### src/sv/bao_pkg.sv
// ----------------------------------------------------------------------------
// Brightness average package
// Shared constants, sequencer states and the result word layout.
// ----------------------------------------------------------------------------
`default_nettype none

package bao_pkg;

    localparam int NUM_CH          = 5;
    localparam int DATA_W          = 8;
    localparam int FRAC_W          = 8;
    localparam int MEAN_W          = 16;
    localparam int REJ_W           = 6;
    localparam int QSTEP_W         = 4;
    localparam int MAX_SAMPLES_DEF = 64;
    localparam int IN_DATA_W       = NUM_CH * DATA_W;
    localparam int OUT_DATA_W      = 96;

    localparam logic [DATA_W-1:0] THRESHOLD_RESET = 8'd10;

    // channel slots in the sum array
    localparam logic [2:0] CH_ONE   = 3'd0;
    localparam logic [2:0] CH_TWO   = 3'd1;
    localparam logic [2:0] CH_THREE = 3'd2;
    localparam logic [2:0] CH_FOUR  = 3'd3;
    localparam logic [2:0] CH_MARK  = 3'd4;

    typedef enum logic [2:0] {
        S_IDLE,
        S_CHECK,
        S_MEAN_START,
        S_MEAN_WAIT,
        S_RES_START,
        S_RES_WAIT,
        S_OUT
    } bao_state_t;

    typedef struct packed {
        logic [REJ_W-1:0]               rej_four;
        logic [REJ_W-1:0]               rej_three;
        logic [NUM_CH-1:0][MEAN_W-1:0]  mean;
    } bao_result_t;

endpackage

`default_nettype wire

### src/sv/brightness_average_outlier_reject_top.sv
// ----------------------------------------------------------------------------
// Brightness average with outlier rejection
// Averages five brightness channels over a run of samples; channels three and
// four drop their first sample that strays from the running mean.
// ----------------------------------------------------------------------------
// s_axis carries one sample per word, tlast marking the last of a run; m_axis
// carries one result word per run. cfg sets the outlier threshold; it is
// always ready and should only be written while the block is idle.
// All division goes through one 16-step serial divider. A sample updating
// both running means holds s_axis_tready low until both quotients are done,
// so no new word is accepted before the last is through; one updating a
// single mean holds it for one quotient, and one updating neither, or one
// beyond a full run, holds it without any quotient. A last sample adds five
// quotients before the result word is offered.
// rst_n clears the run state and sets the threshold to 10; no clearing pass.
// The result sits in an output register and the next run is accepted while it
// waits; a further result waits in the core until that register is free.
// ----------------------------------------------------------------------------
`default_nettype none

module brightness_average_outlier_reject_top
    import bao_pkg::*;
#(
    parameter int MAX_SAMPLES = MAX_SAMPLES_DEF
)
(
    input  wire logic                  clk,
    input  wire logic                  rst_n,
    input  wire logic                  s_axis_tvalid,
    output logic                       s_axis_tready,
    // road_left_outer, road_left_inner, road_right_inner, road_right_outer,
    // marking_level
    input  wire logic [IN_DATA_W-1:0]  s_axis_tdata,
    input  wire logic                  s_axis_tlast,
    output logic                       m_axis_tvalid,
    input  wire logic                  m_axis_tready,
    // mean_one, mean_two, mean_three, mean_four, mean_marking,
    // rejected_three_at, rejected_four_at, 4 zero bits
    output logic [OUT_DATA_W-1:0]      m_axis_tdata,
    input  wire logic                  cfg_valid,
    output logic                       cfg_ready,
    input  wire logic [DATA_W-1:0]     cfg_data
);

    localparam int PAD_W = OUT_DATA_W - NUM_CH * MEAN_W - 2 * REJ_W;

    logic [DATA_W-1:0]     thr_reg,      thr_next;
    logic                  out_valid_reg, out_valid_next;
    logic [OUT_DATA_W-1:0] out_data_reg, out_data_next;
    logic                  res_valid;
    logic                  res_ready;
    bao_result_t           res;

    bao_core #(
        .MAX_SAMPLES (MAX_SAMPLES)
    ) u_core (
        .clk       (clk),
        .rst_n     (rst_n),
        .threshold (thr_reg),
        .in_valid  (s_axis_tvalid),
        .in_ready  (s_axis_tready),
        .in_data   (s_axis_tdata),
        .in_last   (s_axis_tlast),
        .res_valid (res_valid),
        .res_ready (res_ready),
        .res       (res)
    );

    assign cfg_ready = 1'b1;
    assign res_ready = !out_valid_reg || m_axis_tready;

    always_comb
    begin
        thr_next       = thr_reg;
        out_valid_next = out_valid_reg;
        out_data_next  = out_data_reg;
        if (cfg_valid)
        begin
            thr_next = cfg_data;
        end
        if (res_valid && res_ready)
        begin
            out_valid_next = 1'b1;
            out_data_next  = {{PAD_W{1'b0}}, res};
        end
        else if (m_axis_tready)
        begin
            out_valid_next = 1'b0;
        end
    end

    always_ff @(posedge clk or negedge rst_n)
    begin
        if (!rst_n)
        begin
            thr_reg       <= THRESHOLD_RESET;
            out_valid_reg <= 1'b0;
        end
        else
        begin
            thr_reg       <= thr_next;
            out_valid_reg <= out_valid_next;
        end
    end

    always_ff @(posedge clk)
    begin
        out_data_reg <= out_data_next;
    end

    assign m_axis_tvalid = out_valid_reg;
    assign m_axis_tdata  = out_data_reg;

endmodule

`default_nettype wire

### src/sv/bao_div.sv
// ----------------------------------------------------------------------------
// Serial divider
// Restoring divider for floor(sum * 256 / divisor), one quotient bit a cycle.
// ----------------------------------------------------------------------------
`default_nettype none

module bao_div
    import bao_pkg::*;
#(
    parameter int MAX_SAMPLES = MAX_SAMPLES_DEF
)
(
    input  wire logic                                clk,
    input  wire logic                                rst_n,
    input  wire logic                                start,
    input  wire logic [DATA_W+$clog2(MAX_SAMPLES)-1:0] sum,
    input  wire logic [$clog2(MAX_SAMPLES+1)-1:0]    divisor,
    output logic                                     done,
    output logic [MEAN_W-1:0]                        quot
);

    localparam int CNT_W = $clog2(MAX_SAMPLES + 1);
    localparam logic [QSTEP_W-1:0] LAST_STEP = QSTEP_W'(MEAN_W - 1);

    logic [CNT_W-1:0]   rem_reg,  rem_next;
    logic [CNT_W-1:0]   dvs_reg,  dvs_next;
    logic [MEAN_W-1:0]  sh_reg,   sh_next;
    logic [QSTEP_W-1:0] step_reg, step_next;
    logic               busy_reg, busy_next;
    logic               done_reg, done_next;

    logic [CNT_W:0]     shifted;
    logic [CNT_W:0]     trial;
    logic               ge;

    // high part of the dividend is below the divisor, so 16 steps suffice
    assign shifted = {rem_reg, sh_reg[MEAN_W-1]};
    assign trial   = shifted - {1'b0, dvs_reg};
    assign ge      = shifted >= {1'b0, dvs_reg};

    always_comb
    begin
        rem_next  = rem_reg;
        dvs_next  = dvs_reg;
        sh_next   = sh_reg;
        step_next = step_reg;
        busy_next = busy_reg;
        done_next = 1'b0;
        if (start)
        begin
            rem_next  = CNT_W'(sum >> FRAC_W);
            sh_next   = {sum[FRAC_W-1:0], {(MEAN_W-FRAC_W){1'b0}}};
            dvs_next  = divisor;
            step_next = '0;
            busy_next = 1'b1;
        end
        else if (busy_reg)
        begin
            rem_next  = ge ? trial[CNT_W-1:0] : shifted[CNT_W-1:0];
            sh_next   = {sh_reg[MEAN_W-2:0], ge};
            step_next = step_reg + 1'b1;
            if (step_reg == LAST_STEP)
            begin
                busy_next = 1'b0;
                done_next = 1'b1;
            end
        end
    end

    always_ff @(posedge clk or negedge rst_n)
    begin
        if (!rst_n)
        begin
            busy_reg <= 1'b0;
            done_reg <= 1'b0;
            step_reg <= '0;
        end
        else
        begin
            busy_reg <= busy_next;
            done_reg <= done_next;
            step_reg <= step_next;
        end
    end

    always_ff @(posedge clk)
    begin
        rem_reg <= rem_next;
        dvs_reg <= dvs_next;
        sh_reg  <= sh_next;
    end

    assign done = done_reg;
    assign quot = sh_reg;

endmodule

`default_nettype wire

### src/sv/bao_core.sv
// ----------------------------------------------------------------------------
// Brightness average sequencer
// Run state, outlier check and the schedule of the shared divider.
// ----------------------------------------------------------------------------
`default_nettype none

module bao_core
    import bao_pkg::*;
#(
    parameter int MAX_SAMPLES = MAX_SAMPLES_DEF
)
(
    input  wire logic                 clk,
    input  wire logic                 rst_n,
    input  wire logic [DATA_W-1:0]    threshold,
    input  wire logic                 in_valid,
    output logic                      in_ready,
    input  wire logic [IN_DATA_W-1:0] in_data,
    input  wire logic                 in_last,
    output logic                      res_valid,
    input  wire logic                 res_ready,
    output bao_result_t               res
);

    localparam int SUM_W = DATA_W + $clog2(MAX_SAMPLES);
    localparam int CNT_W = $clog2(MAX_SAMPLES + 1);
    localparam logic [CNT_W-1:0] MAX_CNT = CNT_W'(MAX_SAMPLES);
    localparam logic [CNT_W-1:0] ONE_CNT = CNT_W'(1);

    bao_state_t         state_reg, state_next;
    logic [DATA_W-1:0]  x_reg     [NUM_CH];
    logic [DATA_W-1:0]  x_next    [NUM_CH];
    logic [SUM_W-1:0]   sum_reg   [NUM_CH];
    logic [SUM_W-1:0]   sum_next  [NUM_CH];
    logic [MEAN_W-1:0]  rmean_reg [2];
    logic [MEAN_W-1:0]  rmean_next[2];
    logic [REJ_W-1:0]   rej_reg   [2];
    logic [REJ_W-1:0]   rej_next  [2];
    logic [1:0]         upd_reg,   upd_next;
    logic [CNT_W-1:0]   count_reg, count_next;
    logic               last_reg,  last_next;
    logic               ch_reg,    ch_next;
    logic [2:0]         k_reg,     k_next;
    bao_result_t        res_reg,   res_next;

    logic [1:0]         reject;
    logic [CNT_W-1:0]   n_eff;
    logic [CNT_W-1:0]   res_div;
    logic [2:0]         sum_idx;
    logic               div_start;
    logic [SUM_W-1:0]   div_sum;
    logic [CNT_W-1:0]   div_divisor;
    logic               div_done;
    logic [MEAN_W-1:0]  div_quot;

    bao_div #(
        .MAX_SAMPLES (MAX_SAMPLES)
    ) u_div (
        .clk     (clk),
        .rst_n   (rst_n),
        .start   (div_start),
        .sum     (div_sum),
        .divisor (div_divisor),
        .done    (div_done),
        .quot    (div_quot)
    );

    // |x*256 - mean| > threshold*256 on channels three and four
    always_comb
    begin
        logic [MEAN_W-1:0] xs;
        logic [MEAN_W-1:0] diff;
        for (int c = 0; c < 2; c++)
        begin
            xs        = {x_reg[2+c], {FRAC_W{1'b0}}};
            diff      = (xs > rmean_reg[c]) ? xs - rmean_reg[c] : rmean_reg[c] - xs;
            reject[c] = (count_reg != '0) && (rej_reg[c] == '0)
                        && (diff > {threshold, {FRAC_W{1'b0}}});
        end
    end

    assign n_eff = (count_reg == '0) ? ONE_CNT : count_reg;

    always_comb
    begin
        res_div = n_eff;
        if (k_reg == CH_THREE && rej_reg[0] != '0 && n_eff > ONE_CNT)
        begin
            res_div = n_eff - ONE_CNT;
        end
        else if (k_reg == CH_FOUR && rej_reg[1] != '0 && n_eff > ONE_CNT)
        begin
            res_div = n_eff - ONE_CNT;
        end
    end

    assign sum_idx = (state_reg == S_RES_START) ? k_reg : (ch_reg ? CH_FOUR : CH_THREE);
    assign div_sum = sum_reg[sum_idx];

    always_comb
    begin
        logic adv;
        adv         = 1'b0;
        state_next  = state_reg;
        x_next      = x_reg;
        sum_next    = sum_reg;
        rmean_next  = rmean_reg;
        rej_next    = rej_reg;
        upd_next    = upd_reg;
        count_next  = count_reg;
        last_next   = last_reg;
        ch_next     = ch_reg;
        k_next      = k_reg;
        res_next    = res_reg;
        div_start   = 1'b0;
        div_divisor = count_reg;
        in_ready    = 1'b0;
        res_valid   = 1'b0;

        unique case (state_reg)
            S_IDLE:
            begin
                in_ready = 1'b1;
                if (in_valid)
                begin
                    for (int i = 0; i < NUM_CH; i++)
                    begin
                        x_next[i] = in_data[i*DATA_W +: DATA_W];
                    end
                    last_next  = in_last;
                    state_next = S_CHECK;
                end
            end
            S_CHECK:
            begin
                if (count_reg < MAX_CNT)
                begin
                    for (int c = 0; c < 2; c++)
                    begin
                        if (reject[c])
                        begin
                            rej_next[c] = REJ_W'(count_reg);
                        end
                        else
                        begin
                            sum_next[2+c] = sum_reg[2+c] + SUM_W'(x_reg[2+c]);
                        end
                        upd_next[c] = !reject[c] && (rej_reg[c] == '0);
                    end
                    sum_next[CH_ONE]  = sum_reg[CH_ONE]  + SUM_W'(x_reg[CH_ONE]);
                    sum_next[CH_TWO]  = sum_reg[CH_TWO]  + SUM_W'(x_reg[CH_TWO]);
                    sum_next[CH_MARK] = sum_reg[CH_MARK] + SUM_W'(x_reg[CH_MARK]);
                    count_next = count_reg + ONE_CNT;
                    ch_next    = 1'b0;
                    state_next = S_MEAN_START;
                end
                else
                begin
                    k_next     = CH_ONE;
                    state_next = last_reg ? S_RES_START : S_IDLE;
                end
            end
            S_MEAN_START:
            begin
                if (upd_reg[ch_reg])
                begin
                    div_start  = 1'b1;
                    state_next = S_MEAN_WAIT;
                end
                else
                begin
                    adv = 1'b1;
                end
            end
            S_MEAN_WAIT:
            begin
                if (div_done)
                begin
                    rmean_next[ch_reg] = div_quot;
                    adv = 1'b1;
                end
            end
            S_RES_START:
            begin
                div_start   = 1'b1;
                div_divisor = res_div;
                state_next  = S_RES_WAIT;
            end
            S_RES_WAIT:
            begin
                if (div_done)
                begin
                    res_next.mean[k_reg] = div_quot;
                    if (k_reg == CH_MARK)
                    begin
                        res_next.rej_three = rej_reg[0];
                        res_next.rej_four  = rej_reg[1];
                        state_next = S_OUT;
                    end
                    else
                    begin
                        k_next     = k_reg + 3'd1;
                        state_next = S_RES_START;
                    end
                end
            end
            S_OUT:
            begin
                res_valid = 1'b1;
                if (res_ready)
                begin
                    for (int i = 0; i < NUM_CH; i++)
                    begin
                        sum_next[i] = '0;
                    end
                    rmean_next = '{default: '0};
                    rej_next   = '{default: '0};
                    upd_next   = '0;
                    count_next = '0;
                    state_next = S_IDLE;
                end
            end
            default:
            begin
                state_next = S_IDLE;
            end
        endcase

        if (adv)
        begin
            if (!ch_reg)
            begin
                ch_next    = 1'b1;
                state_next = S_MEAN_START;
            end
            else if (last_reg)
            begin
                k_next     = CH_ONE;
                state_next = S_RES_START;
            end
            else
            begin
                state_next = S_IDLE;
            end
        end
    end

    always_ff @(posedge clk or negedge rst_n)
    begin
        if (!rst_n)
        begin
            state_reg <= S_IDLE;
            sum_reg   <= '{default: '0};
            rmean_reg <= '{default: '0};
            rej_reg   <= '{default: '0};
            upd_reg   <= '0;
            count_reg <= '0;
            last_reg  <= 1'b0;
            ch_reg    <= 1'b0;
            k_reg     <= CH_ONE;
        end
        else
        begin
            state_reg <= state_next;
            sum_reg   <= sum_next;
            rmean_reg <= rmean_next;
            rej_reg   <= rej_next;
            upd_reg   <= upd_next;
            count_reg <= count_next;
            last_reg  <= last_next;
            ch_reg    <= ch_next;
            k_reg     <= k_next;
        end
    end

    always_ff @(posedge clk)
    begin
        x_reg   <= x_next;
        res_reg <= res_next;
    end

    assign res = res_reg;

endmodule

`default_nettype wire
### config.mk
export PLATFORM = sky130hd
export DESIGN_NAME = brightness_average_outlier_reject_top
export DESIGN_NICKNAME = d
export VERILOG_FILES = /design/src/sv/bao_pkg.sv /design/src/sv/brightness_average_outlier_reject_top.sv /design/src/sv/bao_div.sv /design/src/sv/bao_core.sv
export SDC_FILE = /design/constraint.sdc
export NUM_CORES = 1
export LEC_CHECK = 0
export ABC_AREA = 0
export ABC_CLOCK_PERIOD_IN_PS = 4300
export BUFFER_PORTS_ARGS = -buffer_cell sky130_fd_sc_hd__buf_2
export CORE_MARGIN = 5
export CORE_UTILIZATION = 54
export CTS_BUF_LIST = sky130_fd_sc_hd__clkbuf_4 sky130_fd_sc_hd__clkbuf_8 sky130_fd_sc_hd__clkbuf_16
export DETAILED_ROUTE_END_ITERATION = 8
export PLACE_DENSITY = 0.81
export SETUP_SLACK_MARGIN = 0.05
export SLEW_MARGIN = 20
export SYNTH_ARGS = -nofsm -noshare
export SYNTH_HDL_FRONTEND = slang
export SYNTH_SLANG_ARGS = --single-unit
### constraint.sdc
create_clock -name clk -period 4.3 [get_ports clk]
set_clock_uncertainty 0.2 [all_clocks]
set_input_delay 0 -clock clk [delete_from_list [all_inputs] [get_ports clk]]
set_output_delay 0 -clock clk [all_outputs]
set_load 0.05 [all_outputs]
Yosys cells after proc, flatten, opt, wreduce, memory -nomap -nowiden
Index checks and enable logic that the tools add are counted.
- output and inout bits: 99
- input port bits: 54
- bits in registers: 400
- bitwise operators: 2
- reduce and logical (&&, ||, !) cells: 38
- $add $sub $neg: 14
- $lt $le $gt $ge: 13
- multiplexer cells: 81
- equality and inequality tests: 22
- operators by type and width (cell ; number):
    70-bit 2-to-1 mux ; 2
    70-bit case mux with 2 select lines ; 1
    16-bit 2-to-1 mux ; 6
    80-bit bitwise mux ; 1
    14-bit by 8-bit adder with 14-bit output ; 5
    16-bit > comparator ; 4
    32-bit 2-to-1 mux ; 2
    32-bit case mux with 2 select lines ; 1
    16-bit subtractor ; 4
    14-bit 2-to-1 mux ; 4
    7-bit 2-to-1 mux ; 7
    16-bit demux with 3-bit select ; 1
    3-bit 2-to-1 mux ; 15
    14-bit binary-select mux with 3-bit select ; 1
    32-bit bitwise mux ; 1
    12-bit 2-to-1 mux ; 2
    6-bit 2-to-1 mux ; 4
    12-bit case mux with 2 select lines ; 1
    3-bit case mux with 7 select lines ; 1
    1-bit 2-to-1 mux ; 20
    16-bit demux with 1-bit select ; 1
    4-bit AND reduction ; 4
    7-bit case mux with 2 select lines ; 1
    1-bit logical AND ; 13
    40 further kinds ; 68

Logic depth before layout (Yosys ltp)
Gate-level depths: netlist of the first run.
- depth in word-level cells: 8
- mapped depth: 20
- gate-level depth less buffers: 19

By module
Synthesis of the first run repeated with hierarchy kept, for this count alone.
- cells, all modules: 1578
- area, all modules: 19158.4 µm²
- modules (own cells, without submodules) (module ; sequential area each (µm²) ; cells each ; area each (µm²) ; instances):
    bao_core ; 7241.9 ; 1297 ; 14167.3 ; 1
    brightness_average_outlier_reject_top ; 2990.4 ; 120 ; 3185.6 ; 1
    bao_div ; 960.9 ; 161 ; 1805.5 ; 1

Worst setup path before layout of the first run
Ideal clock, no wire load.
- path kind: register to register
- start: register u_core.state_reg[0]
- end: register out_data_reg[0], in the netlist m_axis_tdata[0] (enable)
- cell stages (with the launch flop): 7
- path buffers: 2
- period minus slack after synthesis: 4703 ps
- setup slack: -403 ps
- library setup time: 492 ps
- data arrival time: 4010 ps
- data required time: 3608 ps
- cells stage by stage: dfrtp_1 -> nand2b_1 -> nor2_1 -> nand2_1 -> inv_2 -> clkbuf_1 -> clkbuf_1
- word-level cells in the longest chain between the ends: 3
- ends and longest elaborated chain (what ; RTL line ; text):
    start: declaration ; bao_core.sv:30 ; bao_state_t state_reg, state_next;
    start signal: assignment ; bao_core.sv:264 ; state_reg <= state_next;
    3-bit equality test ; bao_core.sv:120 ; unique case (state_reg)
    1-bit 2-to-1 mux ; bao_core.sv:120 ;
    1-bit logical AND ; brightness_average_outlier_reject_top.sv:81 ; if (res_valid && res_ready)
    end signal: assignment ; brightness_average_outlier_reject_top.sv:108 ; out_data_reg <= out_data_next;
    end: declaration ; brightness_average_outlier_reject_top.sv:49 ; logic [OUT_DATA_W-1:0] out_data_reg, out_data_next;
Every way passes these cells.
A chain may end at the register's enable or synchronous reset.

Worst setup path in the final report of the first run
- start: register u_core.x_reg[21] in the netlist's numbering
- end: register u_core.sum_reg[39] in the netlist's numbering
- word-level cells in the longest chain between the ends: 6
- elaborated cells on any way between the ends: 12
- classes of those cells: add/sub (3); order compare (2); eq/ne (1); mux (4); reduce/logical (2)
- ends and longest elaborated chain (what ; RTL line ; text):
    start: declaration ; bao_core.sv:31 ; logic [DATA_W-1:0] x_reg [NUM_CH];
    start signal: assignment ; bao_core.sv:278 ; x_reg <= x_next;
    16-bit subtractor or 16-bit > comparator (tied branches) ; bao_core.sv:76 ; diff = (xs > rmean_reg[c]) ? xs - rmean_reg[c] : rmean_reg[c] - xs;
    16-bit 2-to-1 mux ; bao_core.sv:76 ;
    16-bit > comparator ; bao_core.sv:78 ; && (diff > {threshold, {FRAC_W{1'b0}}});
    1-bit logical AND ; bao_core.sv:78 ;
    2-bit inequality test (no line) ; - ;
    4-bit AND reduction (no line) ; - ;
    end signal: assignment ; bao_core.sv:265 ; sum_reg <= sum_next;
    end: declaration ; bao_core.sv:33 ; logic [SUM_W-1:0] sum_reg [NUM_CH];
Several ways; a longest one is shown, not always the timed one. The select of a mux whose other input is x is not followed.

==> flow_summary.yaml, run 1 <==
final_layout:
  num_antenna_cells: 0
  drive_gt1_share_pct: 17.5
  multiInputGateArea_um2: 6880
  regArea_um2: 11200
  final_core_utilization_pct: 66.8
  syn_to_final_growth_pct: 21.5
  nets: 1958
  fillers: 2292
  layout.cells.non_filler: 2273
route:
  via_count: 13300
  antenna_left: 0
  drcViolationCount: 0
  drt-total-wl_mm: 47.1
  via_per_inst: 5.86
  drtIter0Drc: 1305
  first_pass_iters: 5
  wl_per_cell_um: 20.7
clock_tree:
  root_buffer: "clkbuf_16"
  cts_buffer_depth: 3
  cts_tree: "done"
  clock_latency_ns: 0.55
  cts-buffers-inserted: 39
  clk_pin_slew_ns: 0.06
  htree_levels: 2
  clock-sinks: 400
die:
  row_count: 67
  io_pins: 153
  coreArea_um2: 33600
  die_w_um: 195
  die-area_um2: 38000
  die_h_um: 195
  initial_core_util_pct: 55.0
synth:
  synth_cell_types: 82
  ys_async_sr_fraction_pct: 36.5
  ys.flop_type: "edfxtp_1"
  yosysWarnings: 0
  ys_seq_elements: 400
  postSynthAreaPerCell_um2: 12.2
  syn-cell-area_um2: 18500
  synth_edf_count: 245
  ys_seq_area_share_pct: 60.6
  postSynthCellCount: 1509
power_and_ir_drop:
  p_leak_nw: 9.38
  power.internal_w: 0.0102
  pwr-share-comb_pct: 41.7
  peakVddDrop_uv: 437
  p_clk_share_pct: 21.4
  p_sw_w: 0.00667
  seqPwrFrac_pct: 36.9
  power.share.switching_pct: 39.6
  power_density_nw_per_um2: 752
critical_path:
  critPathArrivalTime_ns: 4.34
  crit_fanout: 7
  cp_data_required_time_ns: 4.50
  worstSetupPathType: "reg2reg"
  path_cells: "ha_4, and4_4, nand2_1, o211a_1, a41o_4, mux2_1, a21oi_2, xnor2_1, ha_1, and4_4, nand4_1, nand3_2, a211oi_4, and4bb_1, xnor2_1, nor2_1"
  crit_path_max_incr_delay_ns: 0.44
  crit_path_end_kind: "flop"
  startpoint_type: "flop"
  cp_slowest_cell: "edfxtp_1"
place:
  place_inst: 2092
  place.gp.congestion: 0.878
  post-dp-hpwl_mm: 30.2
  port_buffers: 147
  dp_slack_ns: -0.0958
sta:
  worstMarginPinSlew_ns: 1.13
  setup_viol: 0
  slew_headroom_pct: 22.4
  rsz0062_at_grt: "true"
  timing.final.crit_share_pct: 96.3
  period_needed_ns: 4.14
  fin_ws_ns: 0.159
  hold_viol: 0
  drv_slew: 0
  fin_tns_setup_ns: 0
  fmax_ghz: 0.241
grt:
  grt_pass1_wl_mm: 73.3
  grt_overflow_total: 0
  grt_util_all_layers_pct: 24.1
  grt_pass1_vias: 13300
  antenna_found_initial: 0
  grt_max_degree: 98
status:
  status: "finished, final reports clean"
job:
  cap_violations: 0
hold_path:
  min_path_type: "in2reg"
==> through the flow <==
stage | cell area, µm² | power, W | hold slack (ns)
global placement | 19900 | 0.0125 | -0.110
CTS | 22300 | 0.0166 | 0.0102
detailed placement | 19900 | 0.0128 | -0.114
finish | 22500 | 0.0169 | 0.0141
floorplan | 18500 | 0.0108 | -0.496
global route | 22500 | 0.0179 | 0.00741
==> area by class of cell <==
class                      count  share of cell area [%]
sequential                   400                    49.9
multi-input combinational    976                    30.7
timing repair buffer         298                    9.62
clock buffer                  54                    4.98
tap                          448                    2.50
inverter                      79                    1.33
clock inverter                18                    1.05
==> final timing paths <==
kind / depth (start not counted) / slack [ns] / start / to
max: 16 / 0.16 / u_core.x_reg[21] / u_core.sum_reg[39]
min: 2 / 0.01 / s_axis_tdata[17] / u_core.x_reg[17]
max reg2reg: 16 / 0.16 / u_core.x_reg[21] / u_core.sum_reg[39]
min reg2reg: 0 / 0.21 / u_core.res[63] / m_axis_tdata[63]
max in group asynchronous: 4 / 3.00 / rst_n / thr_reg[3]
min in group asynchronous: 4 / 0.41 / rst_n / u_core.sum_reg[56]
==> synth_stat cells (all sizes together) (10+ instances only) <==
cell    count  area, µm²
nor2       96        360
a21o       22        165
nor4       13       87.6
nand3      40        200
ha        102       1280
nand4      12       75.1
clkbuf     38        143
nand2     185        694
mux2i      24        253
inv        79        297
mux4       14        315
buf        19        109
xor2       44        385
a21oi      73        369
edfxtp    245       7360
xnor2      37        324
o21ai     112        564
dfrtp     144       3600
a221oi     13        114
o21a       10       75.1
nor3       16        103
o31ai      16        120
==> power by group through the flow <==
stage,Sequential [W],Combinational [W],Clock [W]
3_5_place_dp,0.00622,0.00661,0
5_1_grt,0.00629,0.00776,0.00382
3_3_place_gp,0.00617,0.00634,0
6_report,0.00623,0.00704,0.00360
4_1_cts,0.00618,0.00681,0.00364
2_1_floorplan,0.00589,0.00491,0
==> per-layer routing <==
layer	track usage, %	up-vias	share of wire, %
met5	0	-	0
met4	8.53	0	3.8
met3	3.31	127	7.2
met2	42.0	625	50
met1	31.2	6533	39
li1	-	6028	-
==> worst max-delay path, delay by kind of cell, from the launching register on <==
| family | cells | cell delay [ns] |
|---|---|---|
| compound gates | 4 | 1.09 |
| fa+ha+maj | 2 | 0.60 |
| simple gates | 7 | 1.06 |
| mux | 1 | 0.34 |
| flops | 1 | 0.44 |
| xor+xnor | 2 | 0.27 |
==> cell families after synthesis <==
family                   count (synthesis)  share of synthesized area, %
AO/OA/AOI/OAI                          313                          10.8
XOR/XNOR                                81                          3.84
other                                    2                        0.0406
multiplexers                            43                          3.38
buffers and inverters                  136                          2.97
AND/OR/NAND/NOR                        424                          10.7
flip-flops                             400                          60.6
adder cells (fa/ha/maj)                110                          7.77
==> what timing repair did <==
action                                  in CTS  in global routing
hold buffers                               102                  0
endpoints found under the hold margin      162                  0
gates resized for setup                      3                 14
pin swaps                                    1                  5
endpoints found under the setup margin      10                 41
buffers inserted                             0                  7
==> placed cells by master (no fill, tap or decap), types with 10 or more instances in the layout <==
| cell type | count |
|---|---|
| clkbuf_16 | 40 |
| nand3_1 | 39 |
| mux2i_1 | 23 |
| buf_4 | 48 |
| clkbuf_4 | 12 |
| inv_1 | 76 |
| ha_1 | 100 |
| a21oi_1 | 68 |
| dfrtp_1 | 144 |
| dlygate4sd3_1 | 101 |
| o31ai_1 | 16 |
| o21ai_0 | 93 |
| mux4_2 | 14 |
| xor2_1 | 44 |
| nor2_1 | 96 |
| o21ai_1 | 16 |
| a221oi_1 | 13 |
| edfxtp_1 | 245 |
| xnor2_1 | 37 |
| buf_2 | 146 |
| a21o_1 | 22 |
| nor3_1 | 14 |
| o21a_1 | 10 |
| nand4_1 | 12 |
| nand2_1 | 185 |
Power figures use the tool's default switching activity.
==> run 2, diff against run 1 <==
--- a/config.mk
+++ b/config.mk
@@ -5,16 +5,16 @@
 export SDC_FILE = /design/constraint.sdc
 export NUM_CORES = 1
 export LEC_CHECK = 0
-export ABC_AREA = 0
-export ABC_CLOCK_PERIOD_IN_PS = 4300
+export ABC_AREA = 1
 export BUFFER_PORTS_ARGS = -buffer_cell sky130_fd_sc_hd__buf_2
 export CORE_MARGIN = 5
-export CORE_UTILIZATION = 54
+export CORE_UTILIZATION = 55
 export CTS_BUF_LIST = sky130_fd_sc_hd__clkbuf_4 sky130_fd_sc_hd__clkbuf_8 sky130_fd_sc_hd__clkbuf_16
 export DETAILED_ROUTE_END_ITERATION = 8
-export PLACE_DENSITY = 0.81
+export PLACE_DENSITY = 0.82
 export SETUP_SLACK_MARGIN = 0.05
 export SLEW_MARGIN = 20
 export SYNTH_ARGS = -nofsm -noshare
 export SYNTH_HDL_FRONTEND = slang
 export SYNTH_SLANG_ARGS = --single-unit
+export TNS_END_PERCENT = 10
==> run 2 against run 1 <==
Combinational power is 14% higher. Total power is 6.5% higher. Critical endpoint is now u_core.sum_reg[23]. Synthesized area is 6.7% higher. First-iteration DRC count is 22% higher. Register-to-register slack better by 0.03 ns. Clock power is 8.9% higher. Sequential share of layout area is 2.6 points lower. Maximum frequency is 0.83% higher. Critical path depth is 5 higher. Sequential power is 3% lower. Worst setup slack better by 0.034 ns. Count of clock-buffer cells in the layout stayed put. Highest routed layer unchanged.
==> flow_summary.yaml, run 2 <==
synth:
  ys.flop_type: "edfxtp_1"
  syn-cell-area_um2: 19700
  ys_async_sr_fraction_pct: 36.5
  post-synth-top-count-cell: "nand2_1"
  synth_top_cell_by_area: "edfxtp_1"
  postSynthCellCount: 2010
  yosysTopAreaCellShare_pct: 37.3
  ys_seq_area_share_pct: 56.8
  synthTopCellsByArea: "edfxtp_1 37%, dfrtp_1 18%, nand2_1 8.9%"
  synth_cell_types: 53
  yosysWarnings: 0
  ys_seq_elements: 400
  synth_edf_count: 245
  postSynthAreaPerCell_um2: 9.81
  yosys-top-cells-count: "470 x nand2_1, 245 x edfxtp_1, 222 x inv_1"
route:
  top_layer_used: "met4"
  drt-total-wl_mm: 53.1
  antenna_left: 0
  drtIter0Drc: 1597
  wl_per_cell_um: 19.1
  wl_met3_mm: 3.75
  wl_met2_mm: 25.9
  via_count: 15600
  met1_length_mm: 20.9
  first_pass_iters: 9
  via_per_inst: 5.62
  drcViolationCount: 0
sta:
  slew_headroom_pct: 28.7
  period_needed_ns: 4.11
  fmax_ghz: 0.243
  worstMarginPinSlew_ns: 1.07
  drv_slew: 0
  fin_tns_setup_ns: 0
  timing.final.crit_share_pct: 95.5
  rsz0062_at_grt: "true"
  setup_viol: 0
  hold_viol: 0
  fin_hold_ws_ns: 0.0204
grt:
  grt_overflow_total: 0
  grt_pass1_vias: 15300
  grt_pass1_wl_mm: 82.9
  antenna_found_initial: 0
  grt_max_degree: 98
  grt_util_all_layers_pct: 26.7
power_and_ir_drop:
  power.internal_w: 0.0101
  peakVddDrop_uv: 465
  power_density_nw_per_um2: 759
  power.total_w: 0.0180
  power.share.switching_pct: 43.5
  p_leak_nw: 10.5
  pwr-share-comb_pct: 44.6
  p_sw_w: 0.00782
  p_clk_share_pct: 21.8
  seqPwrFrac_pct: 33.6
clock_tree:
  clk_pin_slew_ns: 0.07
  root_buffer: "clkbuf_16"
  cts-buffers-inserted: 42
  cts_tree: "done"
  htree_levels: 2
  clock-sinks: 400
  cts_buffer_depth: 3
  clock_latency_ns: 0.58
place:
  port_buffers: 147
  place.gp.congestion: 0.969
  post-dp-hpwl_mm: 35.7
  place_inst: 2585
  dpl-instance-area_um2: 20900
job:
  cap_violations: 0
final_layout:
  drive_gt1_share_pct: 12.9
  final_common_cell: "nand2_1"
  nets: 2447
  num_antenna_cells: 0
  layout.cells.non_filler: 2778
  syn_to_final_growth_pct: 20.0
  final_cell_mix: "469 x nand2_1, 245 x edfxtp_1, 222 x inv_1, 146 x buf_2"
  fin_area_um2: 23700
die:
  io_pins: 153
  die_w_um: 199
  initial_core_util_pct: 55.6
  die-area_um2: 39700
  coreArea_um2: 35500
  row_count: 69
  die_h_um: 199
critical_path:
  crit_fanout: 11
  critPathArrivalTime_ns: 4.33
  cp_data_required_time_ns: 4.52
  crit_path_end_kind: "flop"
  worstSetupPathType: "reg2reg"
  reg2reg_from: "u_core.x_reg[15]"
  worstSetupStartpoint: "u_core.x_reg[15]"
  startpoint_type: "flop"
status:
  status: "finished, final reports clean"
hold_path:
  min_path_type: "in2reg"
  min-delay-start: "s_axis_tdata[24]"
[run 2: changes by cell type after synthesis, sizes merged, moves of 16 or more]
cell    change
buf        +21
nand2     +299
o31ai      -16
xnor2      -21
mux2i      -24
xor2       -21
nand3     +105
nor2       +50
inv       +151
a21oi      +45
o211ai     +27
clkbuf     -26
a21o       -16
o22ai      +38
[run 2: kinds of logic after synthesis]
logic type	after synthesis	synth area share [%]
XOR/XNOR	39	1.73
other	2	0.0381
multiplexers	1	0.0571
flip-flops	400	56.8
AO/OA/AOI/OAI	323	9.32
AND/OR/NAND/NOR	853	18.9
buffers and inverters	282	5.89
adder cells (fa/ha/maj)	110	7.28
[run 2: worst paths after layout]
| path | end | slack (ns) | cells past startpoint |
|---|---|---|---|
| min in group asynchronous | thr_reg[1] | 0.37 | 3 |
| max | u_core.sum_reg[23] | 0.19 | 21 |
| min | u_core.x_reg[8] | 0.02 | 2 |
| min reg2reg | m_axis_tdata[78] | 0.21 | 0 |
| max reg2reg | u_core.sum_reg[23] | 0.19 | 21 |
| max in group asynchronous | u_core.sum_reg[15] | 3.02 | 4 |
[run 2: power groups by stage]
stage | registers, W | clock network (W) | logic, W
after detailed placement | 0.00606 | 0 | 0.00763
after global routing | 0.00612 | 0.00414 | 0.00894
after global placement | 0.00601 | 0 | 0.00740
after floorplan | 0.00608 | 0 | 0.00548
after CTS | 0.00600 | 0.00396 | 0.00782
final | 0.00604 | 0.00392 | 0.00801
[run 2: area by class of cell]
cell class	instances	area [µm²]
fillers	2562	11800
flip-flops and latches	400	11200
multi-input cells	1331	7440
repair buffers	278	2060
clock buffers	54	1200
inverters	230	866
well taps	461	577
clock inverters	24	333
[run 2: layer usage]
layer	vias to the layer above	track usage, %
li1	7377	-
met1	7416	33.7
met2	682	45.6
met3	150	4.30
met4	0	12.1
met5	-	0
[run 2: repair_timing]
action,4_1_cts,5_1_grt
setup endpoints to repair,0,26
gates resized for setup,0,7
hold buffers,114,0
buffers inserted,0,0
endpoints found under the hold margin,177,0
[run 2: worst max-delay path, cell delays in order (launching register included)]
cell and delay, ns:
edfxtp_1 0.43, ha_1 0.39, inv_1 0.11, nor3_1 0.27, inv_1 0.06, o21ai_0 0.17
nand2_1 0.24, inv_1 0.24, nand2_1 0.08, nand2_1 0.06, inv_1 0.04, ha_1 0.31
nand2_1 0.09, o21ai_0 0.22, nand2_1 0.07, nand2_1 0.18, nand3_1 0.10, nand2_1 0.25
buf_4 0.22, inv_1 0.08, nand2_1 0.06, o21ai_0 0.07
[run 2: stage by stage]
| stage | setup slack (ns) | util (%) |
|---|---|---|
| final | 0.193 | 66.7 |
| after global routing | 0.00719 | 66.7 |
| after CTS | 0.242 | 66.5 |
| after detailed placement | 0.319 | 59.0 |
| after global placement | 0.466 | 59.0 |
| after floorplan | 1.03 | - |
